`config.mk`:
```
export PLATFORM = sky130hd
export DESIGN_NAME = pdhf_queue
export DESIGN_NICKNAME = d
export VERILOG_FILES = /design/src/rtl/pdhf_pkg.sv /design/src/rtl/pdhf_queue.sv
export SDC_FILE = /design/constraint.sdc
export NUM_CORES = 1
export LEC_CHECK = 0
export ABC_AREA = 1
export BUFFER_PORTS_ARGS = -buffer_cell sky130_fd_sc_hd__buf_2
export CAP_MARGIN = 15
export CORE_ASPECT_RATIO = 0.7
export CORE_MARGIN = 4
export CORE_UTILIZATION = 31
export CTS_CLUSTER_DIAMETER = 120
export DETAILED_ROUTE_END_ITERATION = 6
export PLACE_DENSITY = 0.51
export SYNTH_ARGS = -nofsm -noshare
export SYNTH_HDL_FRONTEND = slang
export SYNTH_SLANG_ARGS = --single-unit
```
`constraint.sdc`:
```
create_clock -name clk -period 13.4 [get_ports clk]
set_input_delay 0 -clock clk [delete_from_list [all_inputs] [get_ports clk]]
set_output_delay 0 -clock clk [all_outputs]
set_load 0.01 [all_outputs]
```
`src/rtl/pdhf_pkg.sv`:
```
// Shared types and constants for the path dedupe and heading filter.
// Pose payload structs, the job record between front and back, and the arctangent table.
// No dependencies.
`default_nettype none

package pdhf_pkg;

	localparam int POS_W  = 32;
	localparam int QUAT_W = 16;
	localparam int THR_W  = 24;
	localparam int CFG_W  = 32;
	localparam int ADDR_W = 3;

	localparam logic [ADDR_W-1:0] REG_THRESHOLD = 3'd0;
	localparam logic [THR_W-1:0]  THR_RESET     = 24'd3277;

	// CORDIC arithmetic widths
	localparam int ATAN_LEN = 24;
	localparam int NORM_W   = 49;   // normalized magnitude has its top bit at 48
	localparam int CV_W     = 52;   // vectoring x and y
	localparam int ANG_W    = 34;   // binary angles, 2^32 per turn
	localparam int ROT_W    = 34;   // rotation x and y, scaled by 2^30
	localparam int QSH      = 31 - QUAT_W;
	localparam logic [ANG_W-1:0] HALF_TURN    = 34'h0_8000_0000;
	localparam logic [ANG_W-1:0] QUARTER_TURN = 34'h0_4000_0000;
	localparam logic [ROT_W-1:0] CORDIC_X0    = 34'd652032874;
	localparam logic [QUAT_W-1:0] QUAT_LIM    = 16'h7fff;

	localparam logic [31:0] ATAN_TABLE [ATAN_LEN] = '{
		32'd536870912, 32'd316933406, 32'd167458907, 32'd85004756,
		32'd42667331,  32'd21354465,  32'd10679838,  32'd5340245,
		32'd2670163,   32'd1335087,   32'd667544,    32'd333772,
		32'd166886,    32'd83443,     32'd41722,     32'd20861,
		32'd10430,     32'd5215,      32'd2608,      32'd1304,
		32'd652,       32'd326,       32'd163,       32'd81
	};

	localparam int QUEUE_DEPTH = 4;

	typedef logic [POS_W-1:0]  pos_t;
	typedef logic [QUAT_W-1:0] quat_t;

	typedef struct packed {
		pos_t  in_x;
		pos_t  in_y;
		pos_t  in_z;
		quat_t in_qx;
		quat_t in_qy;
		quat_t in_qz;
		quat_t in_qw;
		logic  in_last;
	} pose_in_t;

	typedef struct packed {
		pos_t  out_x;
		pos_t  out_y;
		pos_t  out_z;
		quat_t out_qx;
		quat_t out_qy;
		quat_t out_qz;
		quat_t out_qw;
		logic  out_last;
	} pose_out_t;

	typedef enum logic {
		JOB_PASS,
		JOB_HEAD
	} job_kind_t;

	// One pose to emit: either passed through, or given the heading toward (tx, ty).
	typedef struct packed {
		job_kind_t kind;
		pos_t      x;
		pos_t      y;
		pos_t      z;
		pos_t      tx;
		pos_t      ty;
		quat_t     qx;
		quat_t     qy;
		quat_t     qz;
		quat_t     qw;
		logic      last;
	} job_t;

endpackage

`default_nettype wire

```
`src/rtl/pdhf_queue.sv`:
```
// Short job queue between the front and back parts of the filter.
// Register-based FIFO of job_t records; depends on pdhf_pkg.
`default_nettype none

module pdhf_queue (
	input  wire logic          clk,
	input  wire logic          arst_n,
	input  wire logic          wr_valid,
	output logic               wr_ready,
	input  wire pdhf_pkg::job_t wr_job,
	output logic               rd_valid,
	input  wire logic          rd_ready,
	output pdhf_pkg::job_t     rd_job
);
	import pdhf_pkg::*;

	localparam int PTR_W = $clog2(QUEUE_DEPTH);

	job_t             mem_q [QUEUE_DEPTH];
	logic [PTR_W-1:0] wr_ptr_q;
	logic [PTR_W-1:0] rd_ptr_q;
	logic [PTR_W:0]   count_q;
	logic             do_wr;
	logic             do_rd;

	assign wr_ready = (count_q != (PTR_W+1)'(QUEUE_DEPTH));
	assign rd_valid = (count_q != '0);
	assign rd_job   = mem_q[rd_ptr_q];
	assign do_wr    = wr_valid && wr_ready;
	assign do_rd    = rd_valid && rd_ready;

	always_ff @(posedge clk) begin
		if (do_wr) begin
			mem_q[wr_ptr_q] <= wr_job;
		end
	end

	always_ff @(posedge clk or negedge arst_n) begin
		if (!arst_n) begin
			wr_ptr_q <= '0;
			rd_ptr_q <= '0;
			count_q  <= '0;
		end else begin
			if (do_wr) begin
				wr_ptr_q <= wr_ptr_q + 1'b1;
			end
			if (do_rd) begin
				rd_ptr_q <= rd_ptr_q + 1'b1;
			end
			if (do_wr && !do_rd) begin
				count_q <= count_q + 1'b1;
			end else if (do_rd && !do_wr) begin
				count_q <= count_q - 1'b1;
			end
		end
	end

endmodule

`default_nettype wire

```
==> results.toml <==
[power_and_ir_drop]
p_int_mw = 6.095
switching_power_mw = 3.398
p_seq_share_pct = 40.8
netSwitchingFraction_pct = 35.79
p_per_area_mw_per_mm2 = 211.4
pwr-share-comb_pct = 33.5
peakVddDrop_v = 0.0002469
power_frac_clock_pct = 25.7
p_leak_nw = 17.73

[logic_synthesis]
synth_area_mm2 = 0.03595
yosysMostFrequentCell = "edfxtp_1"
syn_nets = 2932
yosys.area.top_type = "edfxtp_1"
yosys.area.top_type_share_pct = 75.51
async_flop_share_pct = 0.7684
syn_area_per_cell_um2 = 13.33
ys_types = 18
synth_cells = 2696
synth_area_leaders = "edfxtp_1 76%, o211ai_1 9.4%, nand2_1 7.3%, inv_1 4.9%, buf_2 1.2%"
synth_ff_type = "edfxtp_1"
yosys_warnings = 0
seq_area_frac_synth_pct = 76.00
synth_edf_count = 904
ys_ff_latch = 911
synth_commonest_cells = "904 x edfxtp_1, 695 x nand2_1, 467 x inv_1"

[floorplan]
initial_core_util_pct = 31.25
die_area_mm2 = 0.1216
core_area_mm2 = 0.1150
io_pins = 458
die_x_um = 415.0
rows = 104
die_h_um = 292.9

[sta]
finalSetupTns_ps = 0
fin_crit_ps = 4322
slew-limit-headroom_pct = 29.25
fin_skew_ps = 27.45
hold_violations = 0
slew_violations = 0
setup_viol = 0
period_share_pct = 32.26
rsz0062_at_grt = "no"
tightest_slew_ps = 1061
fmax_mhz = 231.4

[drt]
vias = 21681
drtIter0Drc = 970
dr.pass1.iters = 4
wl_um = 83740
route.antenna.remaining_nets = 0
route.detailed.drc = 0
viasPerCell = 4.362
wire_per_inst_um = 16.85

[cells_and_area]
syn_to_final_growth_pct = 24.92
final_nets = 3591
fillers = 11049
design_area_mm2 = 0.04491
drive_gt1_share_pct = 17.92

[clock_tree]
cts_max_level = 3
cts_sinks = 911
clk_pin_slew_worst_paths_ps = 60
clk-insertion-delay-late_ps = 650
postCtsSetupRepairBufs = 0
clockBufferDepth = 3
post_cts_resized = 0
cts_buffers = 93
root_buffer = "clkbuf_16"
tritoncts = "yes"

[worst_setup_path]
worstSetupEndpointType = "output pin"
worstPathRequired_ps = 13400
crit_path_max_fanout = 157
crit_path_top_delay_cell = "buf_4"
timing.rr.end = "mem_q[0][107]"
worstSetupEndpoint = "rd_job[128]"
arrival_ps = 4320
reg2regPathDepth = 7
r2r-start = "count_q[0]"
worst-setup-path-type = "flop to output pin"
cp_cell_sequence = "inv_8 -> buf_4 -> buf_4 -> nand2_1 -> o211ai_1 -> nand2_1 -> buf_2"
cp-startpoint = "rd_ptr_q[0]"
slowest_delay_ps = 870
r2r_slack_ps = 9370
startpoint_type = "flop"

[placement]
placed_cell_area_mm2 = 0.03973
dp.final_hpwl_um = 48930
portBuffers = 457
gp_congestion = 0.7079

[grt]
grt-ovfl-total = 0
grt_pass1_wl_um = 128500
grt_pass1_vias = 21266
globalRouteTotalUtil_pct = 13.54
grt_max_degree = 158
antenna_found_initial = 6

[job]
max_cap_viol_count = 0

[status]
outcome = "complete, no violations"

[worst_hold_path]
holdPathStages = 2
hp-class = "primary input to flop"
==> logic make-up after synthesis <==
group / count (synthesis) / share of synthesized area (%)
AOI/OAI and AO/OA: 453 / 9.453
buffers and inverters: 618 / 6.881
adders and majority gates: 6 / 0.2297
and+or+nand+nor: 707 / 7.413
DFF: 911 / 76.00
xor gates and xnor gates: 1 / 0.02437
==> registers in the layout, indices dropped and copies added, names as in the netlist <==
signal / count
mem_q: 904
wr_ptr_q: 2
count_q: 3
rd_ptr_q: 2
==> cells in the final DEF, fill, tap and decap left out, drive strengths merged <==
cell,instances
buf,484
bufinv,3
clkbuf,115
clkinv,50
clkinvlp,1
dfrtp,7
diode,2
dlygate4sd3,230
edfxtp,904
fa,1
ha,5
inv,470
nand2,695
nand3,7
nand4,1
nor2,4
o211ai,452
o21ai,1
xnor2,1
==> power by group through the flow <==
stage | logic [mW] | registers [mW] | clock network, mW
global placement | 3.21 | 3.93 | 0
global route | 3.56 | 3.92 | 2.65
detailed placement | 3.22 | 3.94 | 0
CTS | 3.28 | 3.88 | 2.53
finish | 3.18 | 3.88 | 2.44
floorplan | 1.97 | 4.11 | 0
==> through the flow <==
stage | hold WS (ps) | setup WS (ps) | utilization [%] | cells | power [mW]
2_1_floorplan | -295.6 | 2394 | - | 2696 | 6.073
3_3_place_gp | -153.2 | 9146 | 34.54 | 4567 | 7.138
3_5_place_dp | -152.7 | 9123 | 34.54 | 4567 | 7.157
4_1_cts | 3.786 | 9048 | 39.03 | 4968 | 9.696
5_1_grt | 44.45 | 8717 | 39.04 | 4969 | 10.14
6_report | 91.57 | 9078 | 39.04 | 4970 | 9.493
==> worst min path at each step <==
| stage | end | startpoint | slack (ps) |
|---|---|---|---|
| after CTS | mem_q[1][32] | wr_job[32] | 4 |
| after detailed placement | rd_ptr_q[0] | arst_n | -150 |
| after global placement | rd_ptr_q[0] | arst_n | -150 |
| after floorplan | count_q[0] | arst_n | -300 |
| after global routing | mem_q[2][90] | wr_job[90] | 40 |
| final | mem_q[1][32] | wr_job[32] | 90 |
==> metal layers <==
| layer | track usage [%] | up-vias | share of wire [%] |
|---|---|---|---|
| met5 | 0 | - | 0.032 |
| li1 | - | 10797 | - |
| met2 | 22.05 | 351 | 47 |
| met3 | 2.533 | 139 | 3.7 |
| met1 | 18.56 | 10390 | 47 |
| met4 | 3.969 | 4 | 2.6 |
==> area by class of cell <==
class                      instances  area (um^2)  area share, %
inverter                         468         1772          3.945
timing repair buffer             714         4830          10.75
clock inverter                    56        415.4         0.9250
sequential                       911        27330          60.85
multi-input combinational       1167         6185          13.77
antenna                            2        5.005        0.01114
tap                             1537         1923          4.282
clock buffer                     115         2452          5.461
==> what timing repair did <==
| action | 4_1_cts | 5_1_grt |
|---|---|---|
| hold endpoints to repair | 918 | 0 |
| hold buffers | 230 | 0 |
| setup endpoints to repair | 0 | 0 |
==> worst max-delay path, delay by kind of cell, from the launching register on <==
kind                   cells  cell delay [ps]
AND/OR/NAND/NOR            2              250
buffers and inverters      4             2490
flip-flops                 1              450
AO/OA/AOI/OAI              1              130
Power figures use the tool's default switching activity.
