<file path="src/rtl/pdhf_pkg.sv">
// Shared types and constants for the path dedupe and heading filter.
// Pose payload structs, the job record between front and back, and the arctangent table.
// No dependencies.
`default_nettype none

package pdhf_pkg;

	localparam int POS_W  = 32;
	localparam int QUAT_W = 16;
	localparam int THR_W  = 24;
	localparam int CFG_W  = 32;
	localparam int ADDR_W = 3;

	localparam logic [ADDR_W-1:0] REG_THRESHOLD = 3'd0;
	localparam logic [THR_W-1:0]  THR_RESET     = 24'd3277;

	// CORDIC arithmetic widths
	localparam int ATAN_LEN = 24;
	localparam int NORM_W   = 49;   // normalized magnitude has its top bit at 48
	localparam int CV_W     = 52;   // vectoring x and y
	localparam int ANG_W    = 34;   // binary angles, 2^32 per turn
	localparam int ROT_W    = 34;   // rotation x and y, scaled by 2^30
	localparam int QSH      = 31 - QUAT_W;
	localparam logic [ANG_W-1:0] HALF_TURN    = 34'h0_8000_0000;
	localparam logic [ANG_W-1:0] QUARTER_TURN = 34'h0_4000_0000;
	localparam logic [ROT_W-1:0] CORDIC_X0    = 34'd652032874;
	localparam logic [QUAT_W-1:0] QUAT_LIM    = 16'h7fff;

	localparam logic [31:0] ATAN_TABLE [ATAN_LEN] = '{
		32'd536870912, 32'd316933406, 32'd167458907, 32'd85004756,
		32'd42667331,  32'd21354465,  32'd10679838,  32'd5340245,
		32'd2670163,   32'd1335087,   32'd667544,    32'd333772,
		32'd166886,    32'd83443,     32'd41722,     32'd20861,
		32'd10430,     32'd5215,      32'd2608,      32'd1304,
		32'd652,       32'd326,       32'd163,       32'd81
	};

	localparam int QUEUE_DEPTH = 4;

	typedef logic [POS_W-1:0]  pos_t;
	typedef logic [QUAT_W-1:0] quat_t;

	typedef struct packed {
		pos_t  in_x;
		pos_t  in_y;
		pos_t  in_z;
		quat_t in_qx;
		quat_t in_qy;
		quat_t in_qz;
		quat_t in_qw;
		logic  in_last;
	} pose_in_t;

	typedef struct packed {
		pos_t  out_x;
		pos_t  out_y;
		pos_t  out_z;
		quat_t out_qx;
		quat_t out_qy;
		quat_t out_qz;
		quat_t out_qw;
		logic  out_last;
	} pose_out_t;

	typedef enum logic {
		JOB_PASS,
		JOB_HEAD
	} job_kind_t;

	// One pose to emit: either passed through, or given the heading toward (tx, ty).
	typedef struct packed {
		job_kind_t kind;
		pos_t      x;
		pos_t      y;
		pos_t      z;
		pos_t      tx;
		pos_t      ty;
		quat_t     qx;
		quat_t     qy;
		quat_t     qz;
		quat_t     qw;
		logic      last;
	} job_t;

endpackage

`default_nettype wire

</file>
<file path="src/rtl/pdhf_front.sv">
// Front part: accepts poses, merges near duplicates into the held pose and
// issues pass-through and heading jobs in stream order. Depends on pdhf_pkg.
`default_nettype none

module pdhf_front (
	input  wire logic               clk,
	input  wire logic               arst_n,
	input  wire logic               item_valid,
	output logic                    item_ready,
	input  wire pdhf_pkg::pose_in_t item,
	input  wire logic [pdhf_pkg::THR_W-1:0]   threshold,
	input  wire logic [2*pdhf_pkg::THR_W-1:0] thr_sq,
	output logic                    job_valid,
	input  wire logic               job_ready,
	output pdhf_pkg::job_t          job
);
	import pdhf_pkg::*;

	// Stage 1 holds the raw item; stage 2 holds the squared distances.
	logic     v_s1_q;
	pose_in_t item_s1;
	logic     v_s2_q;
	pose_in_t item_s2;
	logic [2*THR_W-1:0] sqx_s2;
	logic [2*THR_W-1:0] sqy_s2;
	logic     over_s2;
	logic     phase_q;

	logic     held_valid_q;
	pose_in_t held_q;
	logic     pending_valid_q;
	pose_in_t pending_q;
	logic     owed_q;

	logic             adv1;
	logic [POS_W:0]   dx1;
	logic [POS_W:0]   dy1;
	logic [POS_W:0]   adx1;
	logic [POS_W:0]   ady1;
	logic             over1;

	logic [2*THR_W:0] dist_sq;
	logic             near;
	logic             hv;
	logic             mv;
	logic             pv1;
	pose_in_t         src_c;
	logic             last;
	logic [3:0]       pres;
	job_t             cand [4];
	job_t             job0;
	job_t             job1;
	logic [2:0]       cnt;
	logic [1:0]       n;
	logic             pushed;
	logic             done;

	function automatic job_t make_job(job_kind_t kind, pose_in_t src, pos_t tx, pos_t ty,
		logic lst);
		job_t j;
		j.kind = kind;
		j.x    = src.in_x;
		j.y    = src.in_y;
		j.z    = src.in_z;
		j.tx   = tx;
		j.ty   = ty;
		j.qx   = (kind == JOB_PASS) ? src.in_qx : '0;
		j.qy   = (kind == JOB_PASS) ? src.in_qy : '0;
		j.qz   = (kind == JOB_PASS) ? src.in_qz : '0;
		j.qw   = (kind == JOB_PASS) ? src.in_qw : '0;
		j.last = lst;
		return j;
	endfunction

	// The held pose only changes when stage 2 retires, so stage 1 waits for it.
	assign adv1       = v_s1_q && !v_s2_q;
	assign item_ready = !v_s1_q || adv1;

	always_comb begin
		dx1   = {item_s1.in_x[POS_W-1], item_s1.in_x} - {held_q.in_x[POS_W-1], held_q.in_x};
		dy1   = {item_s1.in_y[POS_W-1], item_s1.in_y} - {held_q.in_y[POS_W-1], held_q.in_y};
		adx1  = dx1[POS_W] ? (~dx1 + 1'b1) : dx1;
		ady1  = dy1[POS_W] ? (~dy1 + 1'b1) : dy1;
		over1 = (adx1 > {{(POS_W+1-THR_W){1'b0}}, threshold}) ||
			(ady1 > {{(POS_W+1-THR_W){1'b0}}, threshold});
	end

	always_comb begin
		dist_sq = {1'b0, sqx_s2} + {1'b0, sqy_s2};
		near    = !over_s2 && (dist_sq <= {1'b0, thr_sq});
		last    = item_s2.in_last;
		hv      = held_valid_q && !owed_q;
		mv      = hv && !near;
		pv1     = mv || pending_valid_q;
		src_c   = mv ? held_q : pending_q;

		pres[0] = owed_q;
		pres[1] = mv && pending_valid_q;
		pres[2] = last && pv1;
		pres[3] = last && ((2'(pres[0]) + 2'(pres[1]) + 2'(pres[2])) < 2'd2);

		cand[0] = make_job(JOB_PASS, held_q, '0, '0, 1'b1);
		cand[1] = make_job(JOB_HEAD, pending_q, held_q.in_x, held_q.in_y, 1'b0);
		cand[2] = make_job(JOB_HEAD, src_c, item_s2.in_x, item_s2.in_y, 1'b0);
		cand[3] = make_job(JOB_PASS, item_s2, '0, '0, 1'b1);

		job0 = '0;
		job1 = '0;
		cnt  = '0;
		for (int k = 0; k < 4; k++) begin
			if (pres[k]) begin
				if (cnt == 3'd0) begin
					job0 = cand[k];
				end else begin
					job1 = cand[k];
				end
				cnt = cnt + 3'd1;
			end
		end
		n = cnt[1:0];
	end

	assign job_valid = v_s2_q && ({1'b0, phase_q} < n);
	assign job       = phase_q ? job1 : job0;
	assign pushed    = job_valid && job_ready;
	assign done      = v_s2_q && ((n == 2'd0) || (pushed && ({1'b0, phase_q} == n - 2'd1)));

	always_ff @(posedge clk) begin
		if (item_valid && item_ready) begin
			item_s1 <= item;
		end
		if (adv1) begin
			item_s2 <= item_s1;
			sqx_s2  <= adx1[THR_W-1:0] * adx1[THR_W-1:0];
			sqy_s2  <= ady1[THR_W-1:0] * ady1[THR_W-1:0];
			over_s2 <= over1;
		end
		if (done) begin
			held_q <= item_s2;
			if (mv) begin
				pending_q <= held_q;
			end
		end
	end

	always_ff @(posedge clk or negedge arst_n) begin
		if (!arst_n) begin
			v_s1_q          <= 1'b0;
			v_s2_q          <= 1'b0;
			phase_q         <= 1'b0;
			held_valid_q    <= 1'b0;
			pending_valid_q <= 1'b0;
			owed_q          <= 1'b0;
		end else begin
			if (item_valid && item_ready) begin
				v_s1_q <= 1'b1;
			end else if (adv1) begin
				v_s1_q <= 1'b0;
			end
			if (adv1) begin
				v_s2_q <= 1'b1;
			end else if (done) begin
				v_s2_q <= 1'b0;
			end
			if (done) begin
				phase_q         <= 1'b0;
				held_valid_q    <= !pres[3];
				pending_valid_q <= pv1 && !pres[2];
				// A final pose that did not fit goes out ahead of the next item.
				owed_q          <= last && !pres[3];
			end else if (pushed) begin
				phase_q <= 1'b1;
			end
		end
	end

endmodule

`default_nettype wire

</file>
<file path="config.mk">
export PLATFORM = sky130hd
export DESIGN_NAME = pdhf_front
export DESIGN_NICKNAME = d
export VERILOG_FILES = /design/src/rtl/pdhf_pkg.sv /design/src/rtl/pdhf_front.sv
export SDC_FILE = /design/constraint.sdc
export NUM_CORES = 2
export LEC_CHECK = 0
export BUFFER_PORTS_ARGS = -buffer_cell sky130_fd_sc_hd__buf_2
export CAP_MARGIN = 10
export CELL_PAD_IN_SITES_DETAIL_PLACEMENT = 2
export CELL_PAD_IN_SITES_GLOBAL_PLACEMENT = 2
export CORE_UTILIZATION = 26
export CTS_CLUSTER_SIZE = 14
export DETAILED_ROUTE_END_ITERATION = 8
export HOLD_SLACK_MARGIN = 0.06
export PLACE_DENSITY = 0.54
export SYNTH_ARGS = -nofsm -noshare
export SYNTH_HDL_FRONTEND = slang
export SYNTH_SLANG_ARGS = --single-unit
</file>
<file path="constraint.sdc">
create_clock -name clk -period 18.6 [get_ports clk]
set_clock_uncertainty 0.15 [all_clocks]
set_input_delay 2.79 -clock clk [delete_from_list [all_inputs] [get_ports clk]]
set_output_delay 2.79 -clock clk [all_outputs]
set_load 0.05 [all_outputs]
</file>
==> flow_metrics.tcl <==
set metrics [dict create \
    worst_pin_slew_ns 1.18 \
    cts-root-buf "clkbuf_16" \
    wl_met1_microns 112000 \
    slowest_delay_ns 0.99 \
    synth_nets 7862 \
    grt_pass1_wl_microns 369000 \
    synthArstFlopShare 0.00884 \
    numCtsBuffers 81 \
    final.setup.tns_ns 0 \
    vias_per_cell 4.76 \
    hp-class "reg2reg" \
    start_kind "flip-flop" \
    yosys-top-cells-area "edfxtp_1, fa_1, ha_1, inv_1, nor2_1" \
    syn_to_final_growth_pct 14.2 \
    port_buffers 464 \
    die_h_microns 507 \
    rsz0062_at_grt "false" \
    worstPathMaxFanout 84 \
    critPathCaptureType "output pin" \
    drtIter0Drc 2595 \
    critPathSlowestCell "nor3_1" \
    drc 0 \
    yosysWarnings 0 \
    dp_hpwl_microns 198000 \
    yosysSeqAreaShare 0.307 \
    post-route-period-util 0.789 \
    dr_wl_met3_microns 8430 \
    layout-drive-gt1-share 0.125 \
    min_from "item_s1[50]" \
    wl_microns 248000 \
    postCtsSetupBuffers 0 \
    final-hold-violation-count 0 \
    crit_top_cell "ha_1" \
    ys_types 96 \
    cts_tree "built" \
    fin_crit_ns 14.67 \
    synth_enable_flop_cells 673 \
    die-area_sq_mm 0.257 \
    ioPinCount 465 \
    cts_num_sinks 679 \
    nets 8302 \
    yosys.area.top_type_share 0.305 \
    crit_start "sqy_s2[7]" \
    clk_pin_slew_ns 0.06 \
    grt_use_total 0.193 \
    synth_top_area_cell "edfxtp_1" \
    core_sq_mm 0.252 \
    rows 184 \
    drv_cap 0 \
    hold_end "cand[50]" \
    max_freq_ghz 0.0682 \
    start_util 0.263 \
    worstReg2RegEnd "sqx_s2[47]" \
    routedWlPerCell_microns 24.6 \
    cts_max_path_buffers 3 \
    drv_slew 0 \
    crit_type "reg2out" \
    ant_nets 0 \
    cts_resized 0 \
    clock_latency_ns 0.74 \
    ys_ff_latch 679 \
    timing.rr.start "cand[551]" \
    dr.max_layer_used "met5" \
    met2_length_microns 121000 \
    grt-ovfl-total 0 \
    grt_max_degree 161 \
    setup_viol 0 \
    regToRegSetupSlack_ns 5.42 \
    status "complete, no violations" \
    grt_pass1_vias 54898 \
    crit_buf_inv 5 \
    dr_total_vias 48055 \
    die_w_microns 507 \
    synth_area_per_cell_sq_um 10.7 \
    antenna_found_initial 46 \
    slew_headroom 0.211 \
    worstPathArrival_ns 11.73 \
    min_path_cells 0 \
    drtPass1Iterations 5 \
    cpLargestDelayFamily "simple AND/OR/NAND/NOR gates" \
    cp.required_ns 15.66 \
    reg2regPathDepth 39 \
    cts_hold_buf 0 \
    synth-main-ff-cell "edfxtp_1" \
    cts_max_level 3 \
    syn_area_sq_mm 0.0663 \
    gp_congestion 0.848 \
    syn_inst 6222 \
]
[routing by layer]
metal	track usage	vias up
met5	0	-
met4	0.0533	40
met3	0.0212	243
met2	0.331	826
met1	0.256	25345
li1	-	21601
[Yosys cell counts (8+ instances only)]
cell / n
inv_1: 1263
fa_1: 848
edfxtp_1: 673
nor2_1: 575
ha_1: 555
nand2_1: 375
a21oi_1: 226
clkbuf_1: 173
xnor2_1: 150
a22o_1: 133
a21o_1: 117
o21ai_0: 111
a22oi_1: 102
a221o_1: 99
mux2_2: 99
xor2_1: 73
nor3_1: 53
o21a_1: 44
nor2b_1: 37
nand3_1: 36
and3_1: 35
nand4_1: 33
a31oi_1: 31
nand2b_1: 30
o21bai_1: 25
and2_1: 21
a211oi_1: 20
o211ai_1: 19
or2_2: 19
buf_2: 16
o31ai_1: 15
or3_1: 14
a211o_1: 13
nor4_1: 10
and4_1: 9
buf_1: 8
[metrics by stage]
| stage | hold slack (ns) | cell area (sq um) | cells | util | setup slack, ns |
|---|---|---|---|---|---|
| final | 0.228 | 75700 | 10090 | 0.300 | 3.93 |
| after global placement | 0.250 | 73000 | 9926 | 0.289 | 4.55 |
| after global routing | 0.236 | 75700 | 10083 | 0.300 | 3.17 |
| after detailed placement | 0.255 | 73000 | 9927 | 0.289 | 4.42 |
| after CTS | 0.226 | 75600 | 10078 | 0.300 | 3.59 |
| after floorplan | 0.250 | 66300 | 6222 | - | 4.38 |
[flip-flops by register name, summed over array words and instances (netlist names)]
signal	cells
item_s1	161
sqx_s2	47
last	1
sqy_s2	47
phase_q	1
held_valid_q	1
cand	416
owed_q	1
v_s1_q	1
v_s2_q	1
over_s2	1
pending_valid_q	1
[area by class of cell]
type                    instances  area (sq um)
fillers                     27803        177000
multi-input cells            4072         40700
flip-flops and latches        679         20400
inverters                    1274          4780
well taps                    3348          4190
repair buffers                554          3030
clock buffers                 100          2100
clock inverters                51           509
diodes                         12          30.0
[kinds of logic after synthesis]
group                    synth area share
XOR/XNOR                           0.0297
buffers and inverters              0.0836
flip-flops                          0.307
adder cells (fa/ha/maj)             0.361
multiplexers                       0.0177
AO/OA/AOI/OAI                       0.115
AND/OR/NAND/NOR                    0.0863
[placed cells by master, fill, tap and decap left out, types with 25 or more instances in the layout]
| cell type | count |
|---|---|
| inv_1 | 1263 |
| fa_1 | 848 |
| edfxtp_1 | 673 |
| nor2_1 | 573 |
| ha_1 | 554 |
| buf_2 | 464 |
| nand2_1 | 375 |
| a21oi_1 | 226 |
| xnor2_1 | 146 |
| a22o_1 | 132 |
| a21o_1 | 117 |
| o21ai_0 | 111 |
| a22oi_1 | 102 |
| a221o_1 | 99 |
| mux2_2 | 99 |
| buf_4 | 86 |
| clkbuf_16 | 81 |
| xor2_1 | 63 |
| nor3_1 | 52 |
| o21a_1 | 44 |
| nand3_1 | 36 |
| nor2b_1 | 36 |
| and3_1 | 35 |
| nand4_1 | 33 |
| a31oi_1 | 31 |
| nand2b_1 | 30 |
| clkinv_1 | 28 |
| o21bai_1 | 25 |
[worst max-delay path by stage]
stage,endpoint,slack (ns),cells after the start
6_report,job[153],3.93,32
3_3_place_gp,job[153],4.55,30
3_5_place_dp,job[153],4.42,32
5_1_grt,job[153],3.17,33
2_1_floorplan,held_valid_q,4.38,35
4_1_cts,job[153],3.59,32
Power is left out: the tool's default activity adds up to more than one toggle a clock period on the data nets, which glitch-free logic cannot reach.
